File: src/sv/min_path_no_repeat_direction_macros.svh
// assertion macros for the min path block
// used by files that carry concurrent checks; needs clk_i and rst_ni in scope
`ifndef MIN_PATH_NO_REPEAT_DIRECTION_MACROS_SVH
`define MIN_PATH_NO_REPEAT_DIRECTION_MACROS_SVH

// check that is off while reset is asserted
`define MPNR_ASSERT(name, prop, msg) \
  name: assert property (@(posedge clk_i) disable iff (!rst_ni) (prop)) else $error(msg);

// check that also holds during reset
`define MPNR_ASSERT_ALWAYS(name, prop, msg) \
  name: assert property (@(posedge clk_i) (prop)) else $error(msg);

`endif

File: src/sv/mpnr_pkg.sv
// shared types, constants and helpers for the min path block
// no dependencies
`timescale 1ns / 1ps

package mpnr_pkg;

  localparam int SUM_BITS         = 18;
  localparam int DEF_MAX_COLS     = 64;
  localparam int DEF_COST_BITS    = 8;
  localparam int ROWS_BITS        = 10;
  localparam int COLS_BITS        = 7;
  localparam int CFG_IDX_BITS     = 2;
  localparam int CFG_DATA_BITS    = 10;
  localparam int OUT_TDATA_BITS   = 24;

  localparam logic [SUM_BITS-1:0] SUM_INF = {SUM_BITS{1'b1}};

  // register indexes of the configuration port
  localparam logic [CFG_IDX_BITS-1:0] REG_ROWS = 2'd0;
  localparam logic [CFG_IDX_BITS-1:0] REG_COLS = 2'd1;

  localparam logic [ROWS_BITS-1:0] ROWS_RESET = 10'd6;
  localparam logic [COLS_BITS-1:0] COLS_RESET = 7'd6;

  typedef logic [SUM_BITS-1:0] sum_t;

  // path sums per arrival direction: upper right, above, upper left
  typedef struct packed {
    sum_t d0;
    sum_t d1;
    sum_t d2;
  } sums_t;

  // position flags handed to the cost unit
  typedef struct packed {
    logic first_row;
    logic first_col;
    logic last_col;
  } pos_t;

  localparam sums_t SUMS_INF = '{d0: SUM_INF, d1: SUM_INF, d2: SUM_INF};

  function automatic sum_t min2(input sum_t a, input sum_t b);
    return (a < b) ? a : b;
  endfunction

endpackage

File: src/sv/mpnr_cell.sv
// one column slot of the line store chain
// depends on mpnr_pkg
`timescale 1ns / 1ps

module mpnr_cell
  import mpnr_pkg::*;
(
  input  logic  clk_i,
  input  logic  shift_i,
  input  logic  insert_i,
  input  sums_t nbr_i,
  input  sums_t new_i,
  output sums_t sums_o
);

  sums_t sums_q;

  // take the neighbor's sums, or the fresh sums at the row's end slot
  always_ff @(posedge clk_i) begin
    if (shift_i) begin
      sums_q <= insert_i ? new_i : nbr_i;
    end
  end

  assign sums_o = sums_q;

endmodule

File: config.mk
export PLATFORM = sky130hd
export DESIGN_NAME = mpnr_cell
export DESIGN_NICKNAME = d
export VERILOG_FILES = /design/src/sv/min_path_no_repeat_direction_macros.svh /design/src/sv/mpnr_pkg.sv /design/src/sv/mpnr_cell.sv
export SDC_FILE = /design/constraint.sdc
export NUM_CORES = 1
export LEC_CHECK = 0
export BUFFER_PORTS_ARGS = -buffer_cell sky130_fd_sc_hd__buf_2
export CAP_MARGIN = 40
export CORE_MARGIN = 10
export CORE_UTILIZATION = 45
export CTS_CLUSTER_DIAMETER = 150
export DETAILED_ROUTE_END_ITERATION = 16
export GPL_TIMING_DRIVEN = 0
export PLACE_DENSITY = 0.93
export SYNTH_ARGS = -nofsm -noshare
export SYNTH_HDL_FRONTEND = slang
export SYNTH_SLANG_ARGS = --single-unit
File: constraint.sdc
create_clock -name clk_i -period 2.7 [get_ports clk_i]
set_clock_uncertainty 0.2 [all_clocks]
set_input_delay 0.27 -clock clk_i [delete_from_list [all_inputs] [get_ports clk_i]]
set_output_delay 0.27 -clock clk_i [all_outputs]
set_load 0.05 [all_outputs]
==> metrics.txt <==
final clock period utilization by the worst path 51.55%; Port Buffers 163; setup TNS 0 ns; hold path cells 2; Critical Path Source Type register; status finished clean; CTS sink cnt 54; Core ar. 5473 sq um; layout cells sized above 1 80.42%; Max stage delay cell, worst path edfxtp_1; Final ANT Viol Nets 0; crit end category primary output; Die Span X 94.96 um; final hold vios 0; Nets 396; standby leakage power 0.001711 uW; Clock Pin Slew Worst Setup and Hold Paths 0.09 ns; vias in the first global route 1853; wire per inst 20.76 um; Initial Utilization 46.20%; synth warn 0; number of max-cap violations 0; io pins 165; die area 9017 sq um; CTS resizes 0; arrival time worst endpoint 0.92 ns; critical path required time 2.23 ns; CTS Buffer Depth 2; Yosys cell types 5; H-tree depth 2; end of the worst hold path sums_o[10]; Pint 1503 uW; Buf/Inv on CP 1; Tightest Pin Transition 0.6127 ns; DRT Wirelength 7.433 mm; Final Core Density 65.07%; Vias/cell 4.827; CTS tree done; Mapped Cells 114; P_sw 649.7 uW; number of flip-flops under the largest register name 54; Placed Instances 350; max incr delay on CP 0.35 ns; first-pass GRT wire length 10.57 mm; HP Start new_i[10]; Max-Slew Margin vs Limit 59.15%; Cell Area, Synth 2529 sq um; Area contributors post-synth edfxtp_1 (64%), mux2_4 (30%), buf_12 (4.0%), mux2_2 (1.8%), buf_6 (0.45%); Logic pwr share 28.0%; Setup violations, final 0; total number of vias 1728; filler instances 416; area grow syn2layout 40.82%; GRT Overall Usage 15.39%; Worst path top cell family by delay flip-flops; Non-Filler Instances 358; critical path class register to primary output; syn_nets 225; Slew Limit Fails 0; largest net degree at the start of global routing 29; Post-CTS Setup Inserts 0; largest area contributor in the netlist edfxtp_1; initial antenna violation count 0; post-synthesis sequential area ratio 64.13%; #FFs+latches synth 54; DR DRC count 0; PD cells 604.6 nW/um^2; clock power share 24.1%; Synth top area share 64.13%; fmax 718.5 MHz; TritonCTS Buffers 5; Flop pwr share 47.9%; Placement Rows 27; crit path time final 1.392 ns; ant diodes 0; Worst Hold Class input pin to register; Initial DRC Count 72; CTS root buffer clkbuf_8; maximum vdd ir drop 0.0002631 V; gpl congestion 0.8287; total gr overflow 0; RSZ-0062 raised after global routing no; DR pass1 iterations 4; DPL Wire Length 6.217 mm; Die Y 94.96 um; worst path cell trace buf_2; syn avg cell area 22.18 sq um; switching fraction of total power 30.18%; Crit Path Max Fanout 1; hold_buf cts 0
[layout make-up]
type	instances	area, sq um	area share [%]
Clock inverter	1	30.03	0.8433
Timing Repair Buffer	164	835.8	23.47
Buffer	6	111.4	3.127
Clock buffer	7	76.32	2.143
Multi-Input combinational cell	54	795.8	22.35
Tap cell	72	90.09	2.530
Sequential cell	54	1622	45.54
[power by group through the flow]
stage | combinational (uW) | sequential (uW) | clock (uW)
floorplan | 136 | 1320 | 0
global placement | 591 | 1050 | 0
detailed placement | 607 | 1050 | 0
CTS | 609 | 1030 | 538
global route | 630 | 1040 | 567
finish | 602 | 1030 | 520
[through the flow]
stage / cell area, sq um / worst slack, ns / power, uW / hold WS, ns
floorplan: 2529 / 1.382 / 1460 / 0.1825
global placement: 3435 / 0.9812 / 1638 / 0.3701
detailed placement: 3455 / 1.128 / 1659 / 0.3737
CTS: 3561 / 1.281 / 2180 / 0.05033
global route: 3561 / 1.258 / 2236 / 0.04542
finish: 3561 / 1.308 / 2153 / 0.06254
[synthesized netlist by cell type (all sizes together)]
library cell	instances
edfxtp	54
buf	6
mux2	54
[placed cells by master (no fill, tap or decap)]
| cell | count |
|---|---|
| buf_6 | 1 |
| clkbuf_8 | 5 |
| mux2_4 | 50 |
| bufinv_16 | 1 |
| buf_2 | 163 |
| clkbuf_1 | 2 |
| edfxtp_1 | 54 |
| mux2_2 | 4 |
| buf_12 | 6 |
[how the worst max path moves through the flow]
stage	slack, ns	cells after the start	startpoint	end
after floorplan	1.38	3	insert_i	sums_o[10]
after global placement	0.98	1	shift_i	sums_o[26]
after detailed placement	1.13	2	shift_i	sums_o[27]
after CTS	1.28	1	sums_o[21]	sums_o[21]
after global routing	1.26	1	sums_o[9]	sums_o[9]
final	1.31	1	sums_o[34]	sums_o[34]
[routing by layer]
| layer | up-vias | wire length (um) | track usage, % |
|---|---|---|---|
| met5 | - | 0 | 0 |
| met3 | 15 | 887 | 6.027 |
| li1 | 787 | - | - |
| met1 | 801 | 2704 | 17.51 |
| met2 | 125 | 3684 | 25.63 |
| met4 | 0 | 156 | 5.736 |
[cell families after synthesis]
kind of cell	count (synthesis)	synth area share, %
flops	54	64.13
buf+inv	6	4.404
mux	54	31.47
No activity file was read; power rests on OpenSTA's default activity.
