File: src/sv/min_path_no_repeat_direction_macros.svh
// assertion macros for the min path block
// used by files that carry concurrent checks; needs clk_i and rst_ni in scope
`ifndef MIN_PATH_NO_REPEAT_DIRECTION_MACROS_SVH
`define MIN_PATH_NO_REPEAT_DIRECTION_MACROS_SVH

// check that is off while reset is asserted
`define MPNR_ASSERT(name, prop, msg) \
  name: assert property (@(posedge clk_i) disable iff (!rst_ni) (prop)) else $error(msg);

// check that also holds during reset
`define MPNR_ASSERT_ALWAYS(name, prop, msg) \
  name: assert property (@(posedge clk_i) (prop)) else $error(msg);

`endif

File: src/sv/mpnr_pkg.sv
// shared types, constants and helpers for the min path block
// no dependencies
`timescale 1ns / 1ps

package mpnr_pkg;

  localparam int SUM_BITS         = 18;
  localparam int DEF_MAX_COLS     = 64;
  localparam int DEF_COST_BITS    = 8;
  localparam int ROWS_BITS        = 10;
  localparam int COLS_BITS        = 7;
  localparam int CFG_IDX_BITS     = 2;
  localparam int CFG_DATA_BITS    = 10;
  localparam int OUT_TDATA_BITS   = 24;

  localparam logic [SUM_BITS-1:0] SUM_INF = {SUM_BITS{1'b1}};

  // register indexes of the configuration port
  localparam logic [CFG_IDX_BITS-1:0] REG_ROWS = 2'd0;
  localparam logic [CFG_IDX_BITS-1:0] REG_COLS = 2'd1;

  localparam logic [ROWS_BITS-1:0] ROWS_RESET = 10'd6;
  localparam logic [COLS_BITS-1:0] COLS_RESET = 7'd6;

  typedef logic [SUM_BITS-1:0] sum_t;

  // path sums per arrival direction: upper right, above, upper left
  typedef struct packed {
    sum_t d0;
    sum_t d1;
    sum_t d2;
  } sums_t;

  // position flags handed to the cost unit
  typedef struct packed {
    logic first_row;
    logic first_col;
    logic last_col;
  } pos_t;

  localparam sums_t SUMS_INF = '{d0: SUM_INF, d1: SUM_INF, d2: SUM_INF};

  function automatic sum_t min2(input sum_t a, input sum_t b);
    return (a < b) ? a : b;
  endfunction

endpackage

File: src/sv/mpnr_calc.sv
// per-cell path sum update: two-way minimum, saturating add
// depends on mpnr_pkg
`timescale 1ns / 1ps

module mpnr_calc
  import mpnr_pkg::*;
#(
  parameter int COST_BITS = DEF_COST_BITS
) (
  input  logic [COST_BITS-1:0] cost_i,
  input  pos_t                 pos_i,
  input  sums_t                above_i,
  input  sums_t                upright_i,
  input  sums_t                left_i,
  output sums_t                cur_o,
  output sum_t                 cur_min_o
);

  function automatic sum_t sat_add(input sum_t a, input logic [COST_BITS-1:0] c);
    logic [SUM_BITS:0] s;
    s = {1'b0, a} + (SUM_BITS+1)'(c);
    return s[SUM_BITS] ? SUM_INF : s[SUM_BITS-1:0];
  endfunction

  sum_t cost_ext;

  assign cost_ext = SUM_BITS'(cost_i);

  // first row starts every direction at the cost; moves from outside the grid are all ones
  always_comb begin
    if (pos_i.first_row) begin
      cur_o.d0 = cost_ext;
      cur_o.d1 = cost_ext;
      cur_o.d2 = cost_ext;
    end else begin
      cur_o.d0 = pos_i.last_col ? SUM_INF
                                : sat_add(min2(upright_i.d1, upright_i.d2), cost_i);
      cur_o.d1 = sat_add(min2(above_i.d0, above_i.d2), cost_i);
      cur_o.d2 = pos_i.first_col ? SUM_INF
                                 : sat_add(min2(left_i.d0, left_i.d1), cost_i);
    end
  end

  assign cur_min_o = min2(cur_o.d0, min2(cur_o.d1, cur_o.d2));

endmodule

File: config.mk
export PLATFORM = sky130hd
export DESIGN_NAME = mpnr_calc
export DESIGN_NICKNAME = d
export VERILOG_FILES = /design/src/sv/min_path_no_repeat_direction_macros.svh /design/src/sv/mpnr_pkg.sv /design/src/sv/mpnr_calc.sv
export SDC_FILE = /design/constraint.sdc
export NUM_CORES = 1
export LEC_CHECK = 0
export BUFFER_PORTS_ARGS = -buffer_cell sky130_fd_sc_hd__buf_2
export CORE_MARGIN = 8
export CORE_UTILIZATION = 55
export DETAILED_ROUTE_END_ITERATION = 8
export PLACE_DENSITY = 0.9
export SYNTH_ARGS = -nofsm -noshare
export SYNTH_HDL_FRONTEND = slang
export SYNTH_SLANG_ARGS = --single-unit
File: constraint.sdc
create_clock -name vclk -period 15.9
set_clock_uncertainty 0.05 [all_clocks]
set_input_delay 0.795 -clock vclk [all_inputs]
set_output_delay 0.795 -clock vclk [all_outputs]
set_load 0.005 [all_outputs]
==> results.py, run 1 <==
metrics = {
    "critical_path": {
        "path_depth": 39,
        "cp_slowest_stage_delay_ns": 0.72,
        "cp_slowest_cell": "o21ai_2",
        "path_buf_inv": 5,
        "worst-endpoint-arrival_ns": 10.88,
        "cp-end-kind": "output pin",
        "required_ns": 15.06,
        "critical_path_class": "in2out",
        "cpLargestDelayFamily": "compound AO/OA/AOI/OAI gates",
        "crit_path_max_fanout": 26,
        "cp-start-kind": "input port",
    },
    "clock_network": {
        "cts_hold_buf": 0,
        "cts_resized": 0,
        "post-cts-setup-buffers": 0,
    },
    "routing": {
        "drcViolationCount": 0,
        "wl_met2_mm": 9.47,
        "wl_mm": 19.9,
        "wl_met3_mm": 1.81,
        "ant_nets": 0,
        "vias_per_cell": 6.06,
        "num_vias": 6956,
        "drt-initial-drc-count": 587,
        "wl_met1_mm": 8.33,
        "drtPass1Iterations": 6,
        "highest_layer": "met4",
        "wl_per_cell_um": 17.3,
    },
    "global_route": {
        "grt_pass1_wl_mm": 31.9,
        "grt_max_degree": 40,
        "antenna_found_initial": 1,
        "grt_pass1_vias": 6635,
        "grt_overflow": 0,
        "track_usage_pct": 26.2,
    },
    "cells_and_area": {
        "fill_cells": 924,
        "nets": 1297,
        "synthToLayoutAreaGrowth_pct": 18.5,
        "multi_input_area_um2": 5310,
        "ff_latch_area_um2": 0,
        "seq_cells": 0,
        "clock_buffers": 0,
        "stdcell_count": 1147,
        "drive_above_1_share_pct": 25.4,
        "final_area_um2": 6900,
    },
    "synth": {
        "synth_largest_area_cell": "ha_1",
        "synthCells": 834,
        "yosysSeqAreaShare_pct": 0,
        "ys_types": 70,
        "ys_warn_count": 0,
        "syn_avg_cell_area_um2": 6.98,
        "synth_top_area_share_pct": 23.4,
        "synthTopCellsByArea": "ha_1 23%, inv_1 7.0%, mux2i_1 6.5%",
        "synth_nets": 1119,
        "syn-cell-area_um2": 5820,
    },
    "placement": {
        "dp_hpwl_mm": 17.0,
        "place_congestion": 0.916,
        "placedInstanceArea_um2": 6900,
        "dpl.cell_count": 1146,
        "portBuffers": 191,
    },
    "run": {
        "drv_cap": 0,
    },
    "floorplan": {
        "dieWidth_um": 119,
        "die_h_um": 119,
        "pin_count": 245,
        "dieArea_um2": 14100,
        "coreArea_um2": 10300,
        "num_rows": 37,
        "start_util_pct": 56.4,
    },
    "sta": {
        "maxSlewViolCount": 0,
        "fin_crit_ns": 11.73,
        "slew_headroom_pct": 39.3,
        "rsz0062_at_grt": "no",
        "tns_ns": 0,
        "hold_viol": 0,
        "fmax_ghz": 0.0853,
        "worst_pin_slew_ns": 0.910,
        "finalSetupViolCount": 0,
        "period_share_pct": 73.8,
    },
    "worst_hold_path": {
        "hold_depth": 4,
        "hp-class": "in2out",
    },
    "run_status": {
        "outcome": "finished, final reports clean",
    },
    "pwr": {
        "pwr_density_cell_nw_per_um2": 55.4,
        "ir_drop_mv": 0.0374,
        "leakage_nw": 3.70,
    },
}
-- layer usage --
layer,vias to the layer above,global-route usage [%]
li1,3392,-
met1,3207,32.4
met2,329,47.7
met3,28,4.49
met4,0,3.08
met5,-,0
-- area by class of cell --
cell class / instances / area share, %
multi-input cells: 703 / 76.9
diodes: 1 / 0.0363
well taps: 136 / 2.47
inverters: 109 / 5.93
repair buffers: 198 / 14.6
-- synth_stat cells (3+ instances only) --
master       n
nor2b_1      3
fa_1         3
a31oi_1      8
buf_2        6
o21ai_1      3
ha_1       109
o31ai_1      3
or3_1        5
o2111ai_1    3
a21o_1      14
mux2_4       6
o21a_1      13
or4_1        3
o21bai_1     3
nand2b_1    10
xor2_1      12
mux2i_1     38
a21boi_0     7
nor3_1      15
inv_1      108
nand2_1     82
o21ai_0     59
a31o_2       6
and4_1       7
nand4_1     27
xnor2_1     31
a211oi_1     8
clkbuf_1    12
nand3_1     26
mux2_2      29
nor2_1      45
a21oi_1     69
and3_1      14
-- cell usage in the layout, fill, tap and decap left out, drive strengths merged, types with 3 or more instances in the layout --
master	instances
nand4	27
or4	3
o31ai	3
a31o	6
nand3	26
a21boi	8
a211oi	9
nor2b	3
o21a	13
ha	109
xor2	12
o2111ai	3
mux2	37
xnor2	31
a31oi	9
buf	198
a21o	14
nand2	83
fa	3
nor2	45
o21bai	3
mux2i	39
nor3	15
inv	108
and3	14
and4	7
nand2b	11
o21ai	63
or3	5
a21oi	70
-- power breakdown --
group | total (mW) | switching (mW) | internal [mW]
Clock | 0.00000000843 | 0 | 0.00000000843
Combinational | 0.382 | 0.215 | 0.168
Sequential | 0 | 0 | 0
-- path summary, 6_finish.rpt --
path  startpoint            to  slack [ns]
max   left_i[21]  cur_min_o[1]        4.17
min     pos_i[0]     cur_o[50]        1.99
-- through the flow --
| stage | hold slack (ns) | power (mW) | util, % | setup WS (ns) |
|---|---|---|---|---|
| after floorplan | 1.68 | 0.254 | - | 6.09 |
| after global placement | 2.00 | 0.365 | 66.8 | 4.56 |
| after detailed placement | 2.00 | 0.375 | 66.8 | 4.38 |
| after CTS | 2.00 | 0.378 | 66.8 | 4.34 |
| after global routing | 2.03 | 0.423 | 66.8 | 3.62 |
| final | 1.99 | 0.382 | 66.8 | 4.17 |
-- cell families after synthesis --
logic type	count (synthesis)	synth area share, %
buffers and inverters	131	8.90
adders and majority gates	112	24.5
muxes	76	14.5
and+or+nand+nor	252	21.7
xor gates and xnor gates	43	6.47
AOI/OAI and AO/OA	220	24.0
Power figures use the tool's default switching activity.
==> inputs of run 2 (changes only) <==
--- a/config.mk
+++ b/config.mk
@@ -7,9 +7,9 @@
 export LEC_CHECK = 0
 export BUFFER_PORTS_ARGS = -buffer_cell sky130_fd_sc_hd__buf_2
 export CORE_MARGIN = 8
-export CORE_UTILIZATION = 55
+export CORE_UTILIZATION = 51
 export DETAILED_ROUTE_END_ITERATION = 8
-export PLACE_DENSITY = 0.9
+export PLACE_DENSITY = 0.84
 export SYNTH_ARGS = -nofsm -noshare
 export SYNTH_HDL_FRONTEND = slang
 export SYNTH_SLANG_ARGS = --single-unit
==> constraint.sdc (replaced) <==
create_clock -name vclk -period 11.6
set_clock_uncertainty 0.05 [all_clocks]
set_input_delay 0.58 -clock vclk [all_inputs]
set_output_delay 0.58 -clock vclk [all_outputs]
set_load 0.005 [all_outputs]
==> run 2 against run 1 <==
- die area increased by 6.8%
- non-clock buffer count increased by 4
- first-iteration DRC count decreased by 18%
- power increased by 37%
- setup slack got worse by 3.3 ns
- highest routed layer unchanged
==> results.py, run 2 (synthesized netlist as in run 1, its figures left out) <==
metrics = {
    "global_route": {
        "grt_pass1_wl_mm": 30.7,
        "antenna_found_initial": 0,
        "grt_overflow": 0,
        "track_usage_pct": 24.4,
        "grt_max_degree": 40,
        "grt_pass1_vias": 6581,
    },
    "sta": {
        "fmax_ghz": 0.0936,
        "worst_pin_slew_ns": 0.922,
        "setup_ws_ns": 0.920,
        "period_share_pct": 92.1,
        "maxSlewViolCount": 0,
        "hold_viol": 0,
        "fin_crit_ns": 10.68,
        "tns_ns": 0,
        "slew_headroom_pct": 38.1,
        "rsz0062_at_grt": "no",
        "finalSetupViolCount": 0,
    },
    "cells_and_area": {
        "clock_buffers": 0,
        "seq_cells": 0,
        "fill_cells": 1071,
        "stdcell_count": 1157,
        "ff_latch_area_um2": 0,
        "final_common_cell": "buf_2",
        "num_antenna_cells": 0,
        "final_area_um2": 6930,
        "nets": 1301,
        "final_cell_mix": "191 x buf_2, 109 x ha_1, 108 x inv_1, 82 x nand2_1, 69 x a21oi_1",
        "synthToLayoutAreaGrowth_pct": 19.2,
        "drive_above_1_share_pct": 25.7,
    },
    "routing": {
        "num_vias": 6822,
        "wl_per_cell_um": 16.9,
        "wl_mm": 19.5,
        "drtPass1Iterations": 5,
        "drt-initial-drc-count": 483,
        "ant_nets": 0,
        "drcViolationCount": 0,
        "vias_per_cell": 5.90,
    },
    "worst_hold_path": {
        "hold_end": "cur_o[50]",
        "hold_depth": 4,
        "hp-class": "in2out",
        "min-delay-start": "pos_i[0]",
    },
    "critical_path": {
        "cp_slowest_cell": "nor4b_1",
        "worst-endpoint-arrival_ns": 10.05,
        "cp-start-kind": "input port",
        "required_ns": 10.97,
        "cp_slowest_stage_delay_ns": 0.62,
        "path_buf_inv": 7,
        "path_common_cell": "ha_1",
        "critical_path_class": "in2out",
        "cpLargestDelayFamily": "compound AO/OA/AOI/OAI gates",
        "cp-end-kind": "output pin",
        "crit_path_max_fanout": 26,
        "path_depth": 40,
    },
    "floorplan": {
        "coreArea_um2": 11300,
        "dieArea_um2": 15100,
        "die_h_um": 123,
        "num_rows": 39,
        "pin_count": 245,
        "dieWidth_um": 123,
        "start_util_pct": 51.6,
    },
    "clock_network": {
        "cts_hold_buf": 0,
        "post-cts-setup-buffers": 0,
        "cts_resized": 0,
    },
    "placement": {
        "portBuffers": 191,
        "place_ws_ns": 1.07,
        "dpl.cell_count": 1157,
        "place_congestion": 0.948,
        "dp_hpwl_mm": 16.9,
        "placedInstanceArea_um2": 6930,
    },
    "pwr": {
        "pwr_density_cell_nw_per_um2": 75.5,
        "ir_drop_mv": 0.0498,
        "power_mw": 0.524,
        "leakage_nw": 3.72,
    },
    "run": {
        "drv_cap": 0,
    },
    "run_status": {
        "outcome": "finished, final reports clean",
    },
}
[run 2: cell types whose count changed in the layout (fill, tap and decap cells not counted), sizes merged]
| cell | before | now |
|---|---|---|
| buf | 198 | 202 |
| diode | 1 | 0 |
[run 2: report_power, final]
| group | leakage, nW | switching, mW | internal [mW] |
|---|---|---|---|
| logic | 3.72 | 0.292 | 0.232 |
| registers | 0 | 0 | 0 |
| clock network | 0 | 0 | 0 |
| total | 3.72 | 0.292 | 0.232 |
[run 2: worst min-delay path, delay by kind of cell]
kind                   cells  cell delay [ns]
buffers and inverters      2             0.25
and+or+nand+nor            2             0.18
[run 2: worst max-delay path by stage]
stage / to / slack (ns) / from
2_1_floorplan: cur_min_o[10] / 2.22 / above_i[15]
3_3_place_gp: cur_min_o[9] / 1.14 / left_i[25]
5_1_grt: cur_min_o[8] / 0.23 / left_i[21]
6_report: cur_min_o[8] / 0.92 / left_i[21]
4_1_cts: cur_min_o[9] / 1.03 / left_i[21]
3_5_place_dp: cur_min_o[9] / 1.07 / left_i[25]
[run 2: cell type report]
| cell class | instances | area (µm²) | share of cell area (%) |
|---|---|---|---|
| Multi-Input combinational cell | 703 | 5310 | 76.5 |
| Timing Repair Buffer | 202 | 1040 | 15.0 |
| Inverter | 109 | 409 | 5.90 |
| Tap cell | 143 | 179 | 2.58 |
[run 2: per-stage QoR]
stage	utilization [%]	hold WS, ns
finish	61.5	1.55
global route	61.5	1.61
CTS	61.5	1.55
detailed placement	61.5	1.55
global placement	61.5	1.56
floorplan	-	1.25
[run 2: per-layer routing]
layer  GRT usage [%]  vias to the layer above  share of wire, %
met5               0                        -                 0
met2            43.8                      282                48
met1            29.6                     3114                42
met4            5.79                        0               2.3
li1                -                     3386                 -
met3            4.00                       40               7.9
==> inputs of run 3 (changes only) <==
--- a/config.mk
+++ b/config.mk
@@ -7,9 +7,9 @@
 export LEC_CHECK = 0
 export BUFFER_PORTS_ARGS = -buffer_cell sky130_fd_sc_hd__buf_2
 export CORE_MARGIN = 8
-export CORE_UTILIZATION = 51
+export CORE_UTILIZATION = 55
 export DETAILED_ROUTE_END_ITERATION = 8
-export PLACE_DENSITY = 0.84
+export PLACE_DENSITY = 0.9
 export SYNTH_ARGS = -nofsm -noshare
 export SYNTH_HDL_FRONTEND = slang
 export SYNTH_SLANG_ARGS = --single-unit
==> constraint.sdc (replaced) <==
create_clock -name vclk -period 13.64
set_clock_uncertainty 0.05 [all_clocks]
set_input_delay 0.682 -clock vclk [all_inputs]
set_output_delay 0.682 -clock vclk [all_outputs]
set_load 0.005 [all_outputs]
==> run 3 against run 2 <==
- flip-flop and latch count is the same
- first-iteration DRC count grew 6.6%
- final area shrank 0.63%
- worst hold slack gained 0.23 ns
- combinational power shrank 16%
- setup slack gained 0.91 ns
- power shrank 16%
- via count shrank 0.60%
- critical endpoint is now cur_min_o[1]
- largest power group unchanged
- highest routed layer unchanged
==> results.py, run 3 (synthesized netlist as in run 1, its figures left out) <==
metrics = {
    "run_status": {
        "outcome": "finished, final reports clean",
    },
    "placement": {
        "dp_hpwl_mm": 16.7,
        "portBuffers": 191,
        "place_congestion": 0.923,
        "placedInstanceArea_um2": 6890,
    },
    "critical_path": {
        "cp_slowest_cell": "o21ai_0",
        "cp-end-kind": "output pin",
        "cp_slowest_stage_delay_ns": 0.98,
        "crit_path_max_fanout": 26,
        "required_ns": 12.91,
        "critical_path_class": "in2out",
        "path_common_cell": "o21ai_0",
        "cp-start-kind": "input port",
        "worst-endpoint-arrival_ns": 11.07,
    },
    "sta": {
        "fin_crit_ns": 11.80,
        "hold_ws_ns": 1.78,
        "worst_pin_slew_ns": 1.23,
        "maxSlewViolCount": 0,
        "fmax_ghz": 0.0847,
        "hold_viol": 0,
        "finalSetupViolCount": 0,
        "period_share_pct": 86.5,
        "tns_ns": 0,
        "rsz0062_at_grt": "no",
        "slew_headroom_pct": 16.9,
    },
    "pwr": {
        "p_clk_share_pct": 0,
        "p_sw_mw": 0.246,
        "power.internal_mw": 0.194,
        "switching_share_pct": 55.9,
        "pwr_density_cell_nw_per_um2": 63.8,
        "leakage_nw": 3.69,
        "power_frac_seq_pct": 0,
        "ir_drop_mv": 0.0413,
        "power_mw": 0.439,
        "pwr-share-comb_pct": 100.0,
    },
    "floorplan": {
        "dieArea_um2": 14100,
        "dieWidth_um": 119,
        "num_rows": 37,
        "pin_count": 245,
        "start_util_pct": 56.4,
        "die_h_um": 119,
        "coreArea_um2": 10300,
    },
    "global_route": {
        "antenna_found_initial": 1,
        "grt_pass1_wl_mm": 31.4,
        "track_usage_pct": 25.8,
        "grt_overflow": 0,
        "grt_max_degree": 40,
        "grt_pass1_vias": 6697,
    },
    "routing": {
        "drtPass1Iterations": 5,
        "drcViolationCount": 0,
        "wl_mm": 19.3,
        "wl_per_cell_um": 16.8,
        "num_vias": 6781,
        "drt-initial-drc-count": 515,
        "ant_nets": 0,
        "vias_per_cell": 5.92,
    },
    "cells_and_area": {
        "nets": 1296,
        "final_cell_mix": "191 x buf_2, 109 x ha_1, 108 x inv_1, 82 x nand2_1, 69 x a21oi_1",
        "ff_latch_area_um2": 0,
        "fill_cells": 958,
        "synthToLayoutAreaGrowth_pct": 18.4,
        "final_area_um2": 6890,
        "clock_buffers": 0,
        "seq_cells": 0,
        "final_common_cell": "buf_2",
        "fin_util_pct": 66.7,
        "drive_above_1_share_pct": 25.4,
    },
    "clock_network": {
        "cts_resized": 0,
        "post-cts-setup-buffers": 0,
        "cts_hold_buf": 0,
    },
    "run": {
        "drv_cap": 0,
    },
    "worst_hold_path": {
        "hp-class": "in2out",
    },
}
-- run 3: changes by cell type in the layout (fill, tap and decap cells not counted), sizes merged --
cell	before	now
diode	0	1
buf	202	197
-- run 3: worst max-delay path, delay by kind of cell --
kind                       cells  cell delay, ns
adders and majority gates      4            1.25
AOI/OAI and AO/OA             14            4.43
and+or+nand+nor               10            2.94
muxes                          3            1.05
buffers and inverters          5            0.72
-- run 3: through the flow --
stage	setup WS, ns	cells
floorplan	4.05	834
global placement	2.33	1145
detailed placement	2.16	1145
CTS	2.15	1145
global route	1.32	1146
finish	1.84	1146
-- run 3: power by group through the flow --
stage / registers [mW] / clock network [mW] / logic, mW
final: 0 / 0.00000000983 / 0.439
after global routing: 0 / 0.00000000981 / 0.488
after detailed placement: 0 / 0 / 0.433
after global placement: 0 / 0 / 0.425
after floorplan: 0 / 0 / 0.296
after CTS: 0 / 0 / 0.436
-- run 3: final timing paths --
kind	start	end	slack (ns)	cells after the start
worst max-delay path	left_i[26]	cur_min_o[1]	1.84	36
worst min-delay path	pos_i[0]	cur_o[50]	1.78	4
-- run 3: cell type report --
cell class                 count  area [µm²]  area share, %
antenna                        1        2.50         0.0363
timing repair buffer         197        1000           14.5
inverter                     109         409           5.94
multi-input combinational    703        5310           77.0
tap                          136         170           2.47
-- run 3: metal layers --
metal / vias up / track usage, % / wire [µm]
li1: 3373 / - / -
met3: 49 / 4.87 / 1450
met4: 0 / 7.43 / 611
met5: - / 0 / 0
met1: 3080 / 31.8 / 8340
met2: 279 / 44.6 / 8850
